--- src/design/sttm_pkg.sv ---
// Package for the single-target track manager.
// Commands, configuration register indexes, and the shared configuration record type.
package sttm_pkg;

  localparam int unsigned CmdBits   = 2;
  localparam int unsigned CfgIdxBits = 3;
  localparam int unsigned DistBits  = 15;
  localparam int unsigned ScoreBits = 16;
  localparam int unsigned ClassBits = 8;
  localparam int unsigned MissBits  = 7;
  localparam int unsigned CntBits   = 32;
  localparam int unsigned InvalidMisses = 100;

  typedef enum logic [1:0] {
    CMD_START  = 2'd0,
    CMD_DETECT = 2'd1,
    CMD_END    = 2'd2,
    CMD_NONE   = 2'd3
  } cmd_t;

  typedef enum logic [2:0] {
    CFG_IMAGE_WIDTH  = 3'd0,
    CFG_IMAGE_HEIGHT = 3'd1,
    CFG_WIDTH_LIMIT  = 3'd2,
    CFG_HEIGHT_LIMIT = 3'd3,
    CFG_SCORE_THRESH = 3'd4,
    CFG_MISS_LIMIT   = 3'd5,
    CFG_PREF_CLASS   = 3'd6,
    CFG_UNUSED       = 3'd7
  } cfg_idx_t;

  typedef struct packed {
    logic [11:0] image_width;
    logic [11:0] image_height;
    logic [11:0] width_limit;
    logic [11:0] height_limit;
    logic [15:0] score_threshold;
    logic [6:0]  miss_limit;
    logic [7:0]  preferred_class;
  } cfg_t;

endpackage

--- src/design/sttm_front.sv ---
// Front end: takes input transfers, computes the center distance for each one
// and registers it with the transfer fields. Depends on sttm_pkg.
module sttm_front import sttm_pkg::*; #(
  parameter int unsigned CoordBits = 13
) (
  input  logic                        clk,
  input  logic                        rst_n,
  input  logic                        in_valid,
  output logic                        in_ready,
  input  logic [CmdBits-1:0]          in_command,
  input  logic signed [CoordBits-1:0] in_left,
  input  logic signed [CoordBits-1:0] in_top,
  input  logic signed [CoordBits-1:0] in_box_width,
  input  logic signed [CoordBits-1:0] in_box_height,
  input  logic [ScoreBits-1:0]        in_score,
  input  logic [ClassBits-1:0]        in_class_id,
  input  cfg_t                        cfg,
  output logic                        q_valid,
  input  logic                        q_ready,
  output logic [CmdBits-1:0]          q_cmd,
  output logic signed [CoordBits-1:0] q_l,
  output logic signed [CoordBits-1:0] q_t,
  output logic signed [CoordBits-1:0] q_w,
  output logic signed [CoordBits-1:0] q_h,
  output logic [ScoreBits-1:0]        q_score,
  output logic [ClassBits-1:0]        q_cls,
  output logic [CoordBits+3:0]        q_dist
);
  localparam int unsigned DW = CoordBits + 4;

  logic               v_r;
  logic [CmdBits-1:0] cmd_r;
  logic signed [CoordBits-1:0] l_r, t_r, w_r, h_r;
  logic [ScoreBits-1:0] s_r;
  logic [ClassBits-1:0] c_r;
  logic [DW-1:0]        d_r;
  logic signed [DW:0]   dx, dy;
  logic [DW-1:0]        dist_nxt;
  logic                 take;

  assign in_ready = !v_r || q_ready;
  assign take     = in_valid && in_ready;

  always_comb begin
    dx = ((DW+1)'(in_left) <<< 1) + (DW+1)'(in_box_width)
       - (DW+1)'(signed'({1'b0, cfg.image_width}));
    dy = ((DW+1)'(in_top) <<< 1) + (DW+1)'(in_box_height)
       - (DW+1)'(signed'({1'b0, cfg.image_height}));
    if (dx < 0) dx = -dx;
    if (dy < 0) dy = -dy;
    dist_nxt = DW'(dx) + DW'(dy);
  end

  always_ff @(posedge clk) begin
    if (!rst_n) begin
      v_r <= 1'b0;
    end else if (in_ready) begin
      v_r <= in_valid;
    end
    if (take) begin
      cmd_r <= in_command;
      l_r <= in_left;
      t_r <= in_top;
      w_r <= in_box_width;
      h_r <= in_box_height;
      s_r <= in_score;
      c_r <= in_class_id;
      d_r <= dist_nxt;
    end
  end

  assign q_valid = v_r;
  assign q_cmd   = cmd_r;
  assign q_l = l_r;
  assign q_t = t_r;
  assign q_w = w_r;
  assign q_h = h_r;
  assign q_score = s_r;
  assign q_cls = c_r;
  assign q_dist = d_r;
endmodule

--- src/design/sttm_back.sv ---
// Back end: frame accumulators, match test, track state and result register.
// Depends on sttm_pkg.
module sttm_back import sttm_pkg::*; #(
  parameter int unsigned CoordBits = 13
) (
  input  logic                        clk,
  input  logic                        rst_n,
  input  cfg_t                        cfg,
  input  logic                        q_valid,
  output logic                        q_ready,
  input  logic [CmdBits-1:0]          q_cmd,
  input  logic signed [CoordBits-1:0] q_l,
  input  logic signed [CoordBits-1:0] q_t,
  input  logic signed [CoordBits-1:0] q_w,
  input  logic signed [CoordBits-1:0] q_h,
  input  logic [ScoreBits-1:0]        q_score,
  input  logic [ClassBits-1:0]        q_cls,
  input  logic [CoordBits+3:0]        q_dist,
  output logic                        out_valid,
  input  logic                        out_ready,
  output logic                        out_tracking,
  output logic signed [CoordBits-1:0] out_left,
  output logic signed [CoordBits-1:0] out_top,
  output logic signed [CoordBits:0]   out_right,
  output logic signed [CoordBits:0]   out_bottom,
  output logic [ScoreBits-1:0]        out_score,
  output logic [ClassBits-1:0]        out_class,
  output logic [CntBits-1:0]          out_track_age,
  output logic [CntBits-1:0]          out_track_number,
  output logic [MissBits-1:0]         out_miss_count
);
  localparam int unsigned DW = CoordBits + 4;
  localparam int unsigned AW = 2 * CoordBits + 4;
  localparam int unsigned CB = CoordBits;

  // The distance is at most about 4*2^CB, below 2^(CB+3); all-ones is the empty mark.
  logic [DW-1:0] any_d_r, pref_d_r;
  logic signed [CB-1:0] al_r, at_r, aw_r, ah_r, pl_r, pt_r, pw_r, ph_r;
  logic [ScoreBits-1:0] as_r, ps_r;
  logic [ClassBits-1:0] ac_r, pc_r;
  logic seen_r, match_r, pref_r;
  logic signed [CB-1:0] tl_r, tt_r, tw_r, th_r;
  logic [ScoreBits-1:0] ts_r;
  logic trk_r;
  logic [MissBits-1:0] miss_r;
  logic [CntBits-1:0] age_r, num_r;
  logic [ClassBits-1:0] cls_r;
  logic ov_r;

  logic go, is_det, is_end, is_start, upd_any, upd_pref, match;
  logic signed [CB+1:0] x0, x1, y0, y1, iw, ih;
  logic signed [AW-1:0] inter3, area_sum;

  assign q_ready  = !ov_r || out_ready;
  assign go       = q_valid && q_ready;
  assign is_start = go && (q_cmd == CMD_START);
  assign is_det   = go && (q_cmd == CMD_DETECT);
  assign is_end   = go && (q_cmd == CMD_END);
  assign upd_any  = is_det && (q_dist < any_d_r);
  assign upd_pref = is_det && (q_cls == cfg.preferred_class) && (q_dist < pref_d_r);

  always_comb begin
    x0 = ((CB+2)'(tl_r) > (CB+2)'(q_l)) ? (CB+2)'(tl_r) : (CB+2)'(q_l);
    y0 = ((CB+2)'(tt_r) > (CB+2)'(q_t)) ? (CB+2)'(tt_r) : (CB+2)'(q_t);
    x1 = ((CB+2)'(tl_r) + (CB+2)'(tw_r) < (CB+2)'(q_l) + (CB+2)'(q_w))
       ? (CB+2)'(tl_r) + (CB+2)'(tw_r) : (CB+2)'(q_l) + (CB+2)'(q_w);
    y1 = ((CB+2)'(tt_r) + (CB+2)'(th_r) < (CB+2)'(q_t) + (CB+2)'(q_h))
       ? (CB+2)'(tt_r) + (CB+2)'(th_r) : (CB+2)'(q_t) + (CB+2)'(q_h);
    iw = x1 - x0;
    ih = y1 - y0;
    inter3 = AW'(3) * AW'(iw) * AW'(ih);
    area_sum = AW'(tw_r) * AW'(th_r) + AW'(q_w) * AW'(q_h);
    match = (iw > 0) && (ih > 0) && (inter3 > area_sum);
  end

  logic invalid, ok, bad;
  logic [MissBits-1:0] miss_upd;
  logic drop;
  logic use_pref;

  always_comb begin
    invalid = (ts_r == '0) || (tw_r <= 0) || (th_r <= 0);
    ok = !seen_r || match_r;
    bad = (ts_r < cfg.score_threshold) || !ok
        || ((CB+1)'(tw_r) > (CB+1)'(signed'({1'b0, cfg.width_limit})))
        || ((CB+1)'(th_r) > (CB+1)'(signed'({1'b0, cfg.height_limit})));
    if (invalid) miss_upd = MissBits'(InvalidMisses);
    else if (bad) miss_upd = (miss_r == '1) ? miss_r : miss_r + 1'b1;
    else miss_upd = '0;
    drop = miss_upd > cfg.miss_limit;
    use_pref = pref_r;
  end

  always_ff @(posedge clk) begin
    if (!rst_n) begin
      any_d_r <= '1; pref_d_r <= '1;
      seen_r <= 1'b0; match_r <= 1'b0; pref_r <= 1'b0;
      tl_r <= '0; tt_r <= '0; tw_r <= '0; th_r <= '0; ts_r <= '0;
      trk_r <= 1'b0; miss_r <= '0; age_r <= '0; num_r <= '0; cls_r <= '0;
      ov_r <= 1'b0;
    end else begin
      if (out_ready) ov_r <= 1'b0;
      if (is_start || is_end) begin
        any_d_r <= '1; pref_d_r <= '1;
        seen_r <= 1'b0; match_r <= 1'b0; pref_r <= 1'b0;
      end
      if (is_start) begin
        tl_r <= q_l; tt_r <= q_t; tw_r <= q_w; th_r <= q_h; ts_r <= q_score;
      end
      if (is_det) begin
        seen_r <= 1'b1;
        if (match) match_r <= 1'b1;
        if (upd_any) any_d_r <= q_dist;
        if (upd_pref) begin
          pref_d_r <= q_dist;
          pref_r <= 1'b1;
        end
      end
      if (is_end) begin
        ov_r <= 1'b1;
        if (!trk_r) begin
          if (seen_r) begin
            trk_r <= 1'b1;
            cls_r <= use_pref ? pc_r : ac_r;
            age_r <= age_r + 1'b1;
          end
        end else if (drop) begin
          trk_r <= 1'b0; age_r <= '0; num_r <= num_r + 1'b1; miss_r <= '0;
        end else begin
          miss_r <= miss_upd;
          age_r <= age_r + 1'b1;
        end
      end
    end
  end

  always_ff @(posedge clk) begin
    if (upd_any) begin
      al_r <= q_l; at_r <= q_t; aw_r <= q_w; ah_r <= q_h; as_r <= q_score; ac_r <= q_cls;
    end
    if (upd_pref) begin
      pl_r <= q_l; pt_r <= q_t; pw_r <= q_w; ph_r <= q_h; ps_r <= q_score; pc_r <= q_cls;
    end
    if (is_end) begin
      out_tracking <= 1'b0;
      out_left <= '0; out_top <= '0; out_right <= '0; out_bottom <= '0;
      out_score <= '0; out_class <= '0; out_track_age <= '0;
      out_track_number <= '0; out_miss_count <= '0;
      if (!trk_r) begin
        if (seen_r) begin
          out_tracking <= 1'b1;
          out_left   <= use_pref ? pl_r : al_r;
          out_top    <= use_pref ? pt_r : at_r;
          out_right  <= use_pref ? (CB+1)'(pl_r) + (CB+1)'(pw_r)
                                 : (CB+1)'(al_r) + (CB+1)'(aw_r);
          out_bottom <= use_pref ? (CB+1)'(pt_r) + (CB+1)'(ph_r)
                                 : (CB+1)'(at_r) + (CB+1)'(ah_r);
          out_score  <= use_pref ? ps_r : as_r;
          out_class  <= use_pref ? pc_r : ac_r;
          out_track_age <= age_r;
          out_track_number <= num_r;
          out_miss_count <= miss_r;
        end
      end else if (!drop) begin
        out_tracking <= 1'b1;
        out_left <= tl_r; out_top <= tt_r;
        out_right <= (CB+1)'(tl_r) + (CB+1)'(tw_r);
        out_bottom <= (CB+1)'(tt_r) + (CB+1)'(th_r);
        out_score <= ts_r; out_class <= cls_r;
        out_track_age <= age_r; out_track_number <= num_r;
        out_miss_count <= miss_upd;
      end
    end
  end

  assign out_valid = ov_r;

  a_miss_range: assert property (@(posedge clk) disable iff (!rst_n)
    trk_r |-> (miss_r <= cfg.miss_limit || $past(go) == 1'b0 || miss_r <= MissBits'(127)))
    else $error("miss count out of range");
  a_out_hold: assert property (@(posedge clk) disable iff (!rst_n)
    (out_valid && !out_ready) |=> out_valid)
    else $error("result lost under stall");
  a_end_result: assert property (@(posedge clk) disable iff (!rst_n)
    is_end |=> out_valid)
    else $error("frame end gave no result");
  a_drop_zero: assert property (@(posedge clk) disable iff (!rst_n)
    (is_end && trk_r && drop) |=> (!out_tracking && !trk_r))
    else $error("dropped track reported");
endmodule

--- src/design/single_target_track_manager.sv ---
// Top level of the single-target track manager: config registers, front and back.
// A frame-end transfer passes through the front register and then the result register.
// Throughput: one item per cycle; the front register and the result register
// each stall on their own handshake.
// Reset (rst_n low, synchronous) restores register defaults and clears all track state.
module single_target_track_manager import sttm_pkg::*; #(
  parameter int unsigned COORD_BITS = 13
) (
  input  logic                         clk,
  input  logic                         rst_n,
  input  logic                         in_valid,
  output logic                         in_ready,
  input  logic [CmdBits-1:0]           in_command,
  input  logic signed [COORD_BITS-1:0] in_left,
  input  logic signed [COORD_BITS-1:0] in_top,
  input  logic signed [COORD_BITS-1:0] in_box_width,
  input  logic signed [COORD_BITS-1:0] in_box_height,
  input  logic [ScoreBits-1:0]         in_score,
  input  logic [ClassBits-1:0]         in_class_id,
  output logic                         out_valid,
  input  logic                         out_ready,
  output logic                         out_tracking,
  output logic signed [COORD_BITS-1:0] out_left,
  output logic signed [COORD_BITS-1:0] out_top,
  output logic signed [COORD_BITS:0]   out_right,
  output logic signed [COORD_BITS:0]   out_bottom,
  output logic [ScoreBits-1:0]         out_score,
  output logic [ClassBits-1:0]         out_class,
  output logic [CntBits-1:0]           out_track_age,
  output logic [CntBits-1:0]           out_track_number,
  output logic [MissBits-1:0]          out_miss_count,
  input  logic                         cfg_valid,
  output logic                         cfg_ready,
  input  logic [CfgIdxBits-1:0]        cfg_index,
  input  logic [15:0]                  cfg_data
);
  cfg_t cfg_r;

  logic                         q_valid, q_ready;
  logic [CmdBits-1:0]           q_cmd;
  logic signed [COORD_BITS-1:0] q_l, q_t, q_w, q_h;
  logic [ScoreBits-1:0]         q_score;
  logic [ClassBits-1:0]         q_cls;
  logic [COORD_BITS+3:0]        q_dist;

  assign cfg_ready = 1'b1;

  always_ff @(posedge clk) begin
    if (!rst_n) begin
      cfg_r <= '{image_width: 12'd1920, image_height: 12'd1080, width_limit: 12'd576,
                 height_limit: 12'd324, score_threshold: 16'd19661, miss_limit: 7'd10,
                 preferred_class: 8'd1};
    end else if (cfg_valid) begin
      case (cfg_idx_t'(cfg_index))
        CFG_IMAGE_WIDTH:  cfg_r.image_width <= cfg_data[11:0];
        CFG_IMAGE_HEIGHT: cfg_r.image_height <= cfg_data[11:0];
        CFG_WIDTH_LIMIT:  cfg_r.width_limit <= cfg_data[11:0];
        CFG_HEIGHT_LIMIT: cfg_r.height_limit <= cfg_data[11:0];
        CFG_SCORE_THRESH: cfg_r.score_threshold <= cfg_data;
        CFG_MISS_LIMIT:   cfg_r.miss_limit <= cfg_data[6:0];
        CFG_PREF_CLASS:   cfg_r.preferred_class <= cfg_data[7:0];
        default: ;
      endcase
    end
  end

  sttm_front #(.CoordBits(COORD_BITS)) u_front (
    .clk, .rst_n, .in_valid, .in_ready, .in_command, .in_left, .in_top,
    .in_box_width, .in_box_height, .in_score, .in_class_id, .cfg(cfg_r),
    .q_valid, .q_ready, .q_cmd, .q_l, .q_t, .q_w, .q_h, .q_score, .q_cls, .q_dist
  );

  sttm_back #(.CoordBits(COORD_BITS)) u_back (
    .clk, .rst_n, .cfg(cfg_r), .q_valid, .q_ready, .q_cmd, .q_l, .q_t, .q_w, .q_h,
    .q_score, .q_cls, .q_dist, .out_valid, .out_ready, .out_tracking, .out_left,
    .out_top, .out_right, .out_bottom, .out_score, .out_class, .out_track_age,
    .out_track_number, .out_miss_count
  );
endmodule
--- config.mk ---
export PLATFORM = sky130hd
export DESIGN_NAME = single_target_track_manager
export DESIGN_NICKNAME = d
export VERILOG_FILES = /design/src/design/sttm_pkg.sv /design/src/design/sttm_front.sv /design/src/design/sttm_back.sv /design/src/design/single_target_track_manager.sv
export SDC_FILE = /design/constraint.sdc
export NUM_CORES = 2
export LEC_CHECK = 0
export ABC_AREA = 0
export BUFFER_PORTS_ARGS = -buffer_cell sky130_fd_sc_hd__buf_4
export CORE_AREA = 2 2 372 374
export CTS_CLUSTER_DIAMETER = 120
export CTS_CLUSTER_SIZE = 16
export DETAILED_ROUTE_END_ITERATION = 16
export DIE_AREA = 0 0 374 376
export HOLD_SLACK_MARGIN = 0.12
export PLACE_DENSITY_LB_ADDON = 0.3
export SYNTH_ARGS = -nofsm -noshare
export SYNTH_HDL_FRONTEND = slang
export SYNTH_SLANG_ARGS = --single-unit
--- constraint.sdc ---
create_clock -name clk -period 19.4 [get_ports clk]
set_input_delay 3.88 -clock clk [delete_from_list [all_inputs] [get_ports clk]]
set_output_delay 3.88 -clock clk [all_outputs]
set_load 0.1 [all_outputs]
# After elaboration in Yosys (flattened, before gate mapping)
# Index checks and enable logic that the tools add are counted.
# totals
reg_bits	663
input_bits	102
# classes
magnitude_cmp	17
reduce_logical	40
bitwise	1
mul	4
n_addsub	23
muxes	64
n_eq_ne	10
# ops
operator	count
$mux 32	9
$add 13x13->14	10
$mux 17	8
$mux 14	8
$mux 13	8
$add 32x1->32 const B	2
$mux 16	4
$mux 15	4
$gt 13x13->1	4
$mul 13x13->26	2
$mux 7	6
$lt 17x17->1	2
$neg 16->17	2
$lt 16x1->1 const B	2
$mux 8	4
$sub 15x13->16	2
$add 14x13->15	2
$add 30x30->30	1
$gt 15x1->1 const B	2
$gt 30x30->1	1
$lt 15x15->1	2
$mul 18x15->30	1
$sub 15x15->15	2
$le 13x1->1 const B	2
23 further kinds	69

# Logic depth before layout (Yosys ltp)
# logic_depth
ltp_word	11
ltp_mapped	69
depth_no_buf	68

# Modules after synthesis
# From an unflattened synthesis, not the netlist that was laid out.
# hier_totals
hier_cells	6355
hier_area_um2	61950.7
# modules_own_cells
mod	area_each_um2	cells_each	instances
sttm_back	52337.7	5464	1
sttm_front	6491.2	588	1
single_target_track_manager	3121.7	303	1

# Worst setup path after synthesis
# OpenSTA, ideal clock, no wires.
# synth_path
path_kind	reg-to-reg
from	reg u_front.l_r[0], in the netlist u_front.q_l[0]
to	reg u_back.match_r
path_buffers	1
required_ns	19.278
period_less_slack_ns	13.454
path_stages_with_launch	65
arrival_ns	13.331
setup_slack_ns	5.946
cell_sequence	edfxtp_1 ha_1 fa_1 a21o_1 a21oi_2 o21bai_1 a2111oi_2 o311ai_1 a21oi_1 nor2_1 nor2_1 xor2_1 ha_1 a21o_1 nor3b_1 o21ai_2 o21ai_2 buf_6 [... 29 more ...] o21a_1 o21ai_0 nand2b_1 and3_1 a221oi_2 o21bai_1 a21oi_1 xnor2_1 ha_1 nor2b_1 o21ai_0 nand2b_1 a21oi_1 nor2b_1 o21ai_0 nand4_1 nand3_1 o31ai_1
# synth_between
elab_chain_cells	10
word_cells_on_any_way	14
classes_between	add/sub (2); mul (2); order compare (4); mux (4); reduce/logical (2)
# synth_rtl
item	line	source
start: declaration	sttm_front.sv:33	logic signed [CoordBits-1:0] l_r, t_r, w_r, h_r;
start signal: assignment	sttm_front.sv:62	l_r <= in_left;
$add 13x13->14	sttm_back.sv:65, sttm_back.sv:66	
$lt 15x15->1	sttm_back.sv:65	x1 = ((CB+2)'(tl_r) + (CB+2)'(tw_r) < (CB+2)'(q_l) + (CB+2)'(q_w))
$mux 15	sttm_back.sv:66	? (CB+2)'(tl_r) + (CB+2)'(tw_r) : (CB+2)'(q_l) + (CB+2)'(q_w);
$sub 15x15->15 *	sttm_back.sv:69	iw = x1 - x0;
$mul 3x15->18	sttm_back.sv:71	inter3 = AW'(3) * AW'(iw) * AW'(ih);
$mul 18x15->30	sttm_back.sv:71	
$gt 30x30->1	sttm_back.sv:73	match = (iw > 0) && (ih > 0) && (inter3 > area_sum);
$logic_and 1x1->1 *	sttm_back.sv:73	
$mux 1 *	sttm_back.sv:112	if (match) match_r <= 1'b1;
$mux 1 *	sttm_back.sv:110	if (is_det) begin
end signal: assignment	sttm_back.sv:97	seen_r <= 1'b0; match_r <= 1'b0; pref_r <= 1'b0;
end signal: assignment	sttm_back.sv:105	seen_r <= 1'b0; match_r <= 1'b0; pref_r <= 1'b0;
end signal: assignment	sttm_back.sv:112	
end: declaration	sttm_back.sv:41	logic seen_r, match_r, pref_r;
# Every way passes the cells marked *; elsewhere a longest branch is shown, timed or not.
# A chain may end at the register's enable or synchronous reset.

# Worst setup path after layout
# layout_path
from	reg u_back.tw_r[2]
to	reg u_back.match_r
# layout_between
elab_chain_cells	10
word_cells_on_any_way	14
classes_between	add/sub (3); mul (3); order compare (3); mux (3); reduce/logical (2)
# layout_rtl
item	line	source
start: declaration	sttm_back.sv:42	logic signed [CB-1:0] tl_r, tt_r, tw_r, th_r;
start signal: assignment	sttm_back.sv:108	tl_r <= q_l; tt_r <= q_t; tw_r <= q_w; th_r <= q_h; ts_r <= q_score;
$add 13x13->14	sttm_back.sv:65, sttm_back.sv:66	
$lt 15x15->1	sttm_back.sv:65	
$mux 15	sttm_back.sv:66	
$sub 15x15->15	sttm_back.sv:69	
$mul 3x15->18	sttm_back.sv:71	
$mul 18x15->30	sttm_back.sv:71	
$gt 30x30->1	sttm_back.sv:73	
$logic_and 1x1->1 *	sttm_back.sv:73	
$mux 1 *	sttm_back.sv:112	
$mux 1 *	sttm_back.sv:110	
# Marks and branches as above.

==> summary.txt <==
Die Width - 374 um
Die Ht - 376 um
die area - 141,000 um^2
crit path launch type - flip-flop
Finished Layout Cells - 8,440
commonest cells in the netlist - inv_1, nand2_1, ha_1
total gr overflow - 0
vias in the first global route - 46.5k
CTS Buf Count - 48
io pins - 255
Period minus WS final - 15,720 ps
design area - 66,700 um^2
R2R depth - 61
normalized max-slew margin - 0.188
r2r endpoint - u_back.match_r$_SDFF_PN0_
initial antenna violation count - 9
H-tree levels - 2
hold path cells - 2
post-synthesis sequential element count - 663
CP bufs+invs - 5
DP Wirelength - 141,000 um
first-pass GRT wire length - 276,000 um
drt pass-1 iters - 6
Yosys warnings - 0
Top cell by count, worst path - fa_1
CTS root buffer - clkbuf_16
starting DRC count in detailed routing - 4,288
RSZ-0062 raised after global routing - no
min-delay src - cfg_r[34]$_SDFFE_PN0P_
Fillers - 12.6k
WL met2 - 82,500 um
Remaining DRCs - 0
worst hold endpoint - cfg_r[34]$_SDFFE_PN0P_
Worst-Skew Late Latency - 640 ps
average wire per standard cell - 21.3 um
critical path capture point type - flip-flop
wire length on met3 - 14,700 um
Cell Area, Synth - 61,200 um^2
row cnt - 136
clock skew - 37.4 ps
Synth Instances - 6,407
largest net degree at the start of global routing - 96
critical path depth in cells - 61
core area - 137,000 um^2
drt total wl - 180,000 um
Setup-failing EPs final - 0
CTS tree - yes
post_cts resized - 0
Max Slew Vio Count - 0
most common cell in the netlist - inv_1
RePlAce Congestion - 0.987
critical path class - flip-flop to flip-flop
critical path's slowest cell - dfxtp_1
Main synth FF type - edfxtp_1
Final Cycle Share - 0.810
syn nets - 7,728
max cap viols - 0
delay of the slowest critical-path stage - 810 ps
vias - 47.0k
Top Metal Used - met5
post-synth cell types - 104
Final Hold Fails - 0
Worst-Margin Slew - 1210 ps
placed insts - 8,349
Max Root-Sink Buffers - 3
Yosys top cell area share - 0.197
kind of cell adding the most delay to the critical path - adder cells
Reg clk slew, reported paths - 90 ps
Worst Path Arrival - 16,190 ps
postcts setup bufs - 0
register-to-register setup slack - 3680 ps
Post-CTS Hold Buffers - 0
nets - 7,926
R2R Path Start - u_back.tw_r[2]$_SDFFE_PN0P_
status - finished clean
asr flop ratio synth - 0
Required @ worst endpoint - 19,870 ps
Final ANT Viol Nets - 0
sequential-to-total area share from yosys stat - 0.282
share of cells above drive strength 1 - 0.0723
setup_tns - 0 ps
Total GRT Usage - 0.254
Area Overhead vs Synth - 9.10%
Hold WC Path Type - flip-flop to flip-flop
Sink Count - 663
mean post-synth cell area - 9.55 um^2
post-synth top area cell - fa_1
synth top area cells - fa_1, edfxtp_1, ha_1, dfxtp_1, inv_1
FMAX - 63.6 MHz
Max FO, Critical Path - 17
PortBufs - 253
initial core utilization - 0.448
M1 wire length - 77,000 um
Post-synth EDFFs - 397
DP Area - 65,300 um^2
DR vias/cell - 5.56
==> area by class of cell <==
type / instances / area (um^2) / share of cell area
inverter: 896 / 3370 / 0.0506
clock inverter: 4 / 52.6 / 0.000788
multi-input combinational: 4649 / 39800 / 0.597
antenna: 3 / 7.51 / 0.000113
timing repair buffer: 347 / 2610 / 0.0390
clock buffer: 84 / 1360 / 0.0203
sequential: 663 / 17300 / 0.259
tap: 1794 / 2240 / 0.0336
==> layout by cell type (no fill, tap or decap), drive strengths merged, types with 165 or more instances in the layout <==
master,netlist,layout
xnor2,228,228
and2,165,165
a21oi,365,365
fa,602,602
nand2,805,805
nor2,333,333
inv,896,897
buf,23,347
o21ai,236,236
dfxtp,266,266
ha,617,617
edfxtp,397,397
==> flip-flops by register name, summed over array words and instances, names as in the netlist, 14 cells and up <==
name and count:
u_back.ts_r 16, u_back.any_d_r 17, u_back.out_track_age 32, u_back.out_right 14, u_back.ps_r 16, u_back.as_r 16
u_front.q_score 16, u_back.out_track_number 32, u_back.pref_d_r 17, u_front.q_dist 17, u_back.out_bottom 14, cfg_r 79
u_back.age_r 32, u_back.num_r 32, u_back.out_score 16
==> worst reg2reg max path: cells and delay by family, from the launching register on <==
kind                     cells  cell delay [ps]
AO/OA/AOI/OAI               24             5190
adder cells (fa/ha/maj)     14             5800
flip-flops                   1              810
multiplexers                 1              190
AND/OR/NAND/NOR             12             1650
XOR/XNOR                     5             1610
buffers and inverters        5              290
==> through the flow <==
step	util	hold slack, ps	setup WS, ps
after global routing	0.488	480	2620
after CTS	0.488	457	3810
after global placement	0.478	444	4010
after detailed placement	0.478	447	3850
final	0.488	456	3680
after floorplan	-	436	5950
==> per-layer routing <==
metal | global-route usage | up-vias
li1 | - | 21700
met1 | 0.353 | 23200
met2 | 0.410 | 1712
met3 | 0.0389 | 294
met4 | 0.0723 | 2
met5 | 0 | -
==> worst max path at each step <==
stage | end | start | slack [ps]
final | u_back.match_r$_SDFF_PN0_ | u_back.tw_r[2]$_SDFFE_PN0P_ | 3680
after global routing | u_back.match_r$_SDFF_PN0_ | u_back.tw_r[2]$_SDFFE_PN0P_ | 2620
after CTS | u_back.match_r$_SDFF_PN0_ | u_front.q_w[0]$_DFFE_PP_ | 3810
after detailed placement | u_back.match_r$_SDFF_PN0_ | u_front.q_w[0]$_DFFE_PP_ | 3850
after global placement | u_back.match_r$_SDFF_PN0_ | u_front.q_w[0]$_DFFE_PP_ | 4010
after floorplan | u_back.match_r$_SDFF_PN0_ | u_front.q_l[0]$_DFFE_PP_ | 5950
==> cells by family (layout without fill, tap and decap cells) <==
| family | Yosys count | after routing | share of synthesized area |
|---|---|---|---|
| mux | 119 | 119 | 0.0197 |
| other cells | 1 | 4 | 0.0000613 |
| simple gates | 1873 | 1873 | 0.144 |
| compound gates | 1082 | 1082 | 0.113 |
| flops | 663 | 663 | 0.282 |
| fa+ha+maj | 1220 | 1220 | 0.323 |
| buf+inv | 1095 | 1331 | 0.0678 |
| xor+xnor | 354 | 354 | 0.0508 |
Power is left out: the tool's default activity adds up to more than one toggle a clock period on the data nets, which glitch-free logic cannot reach.
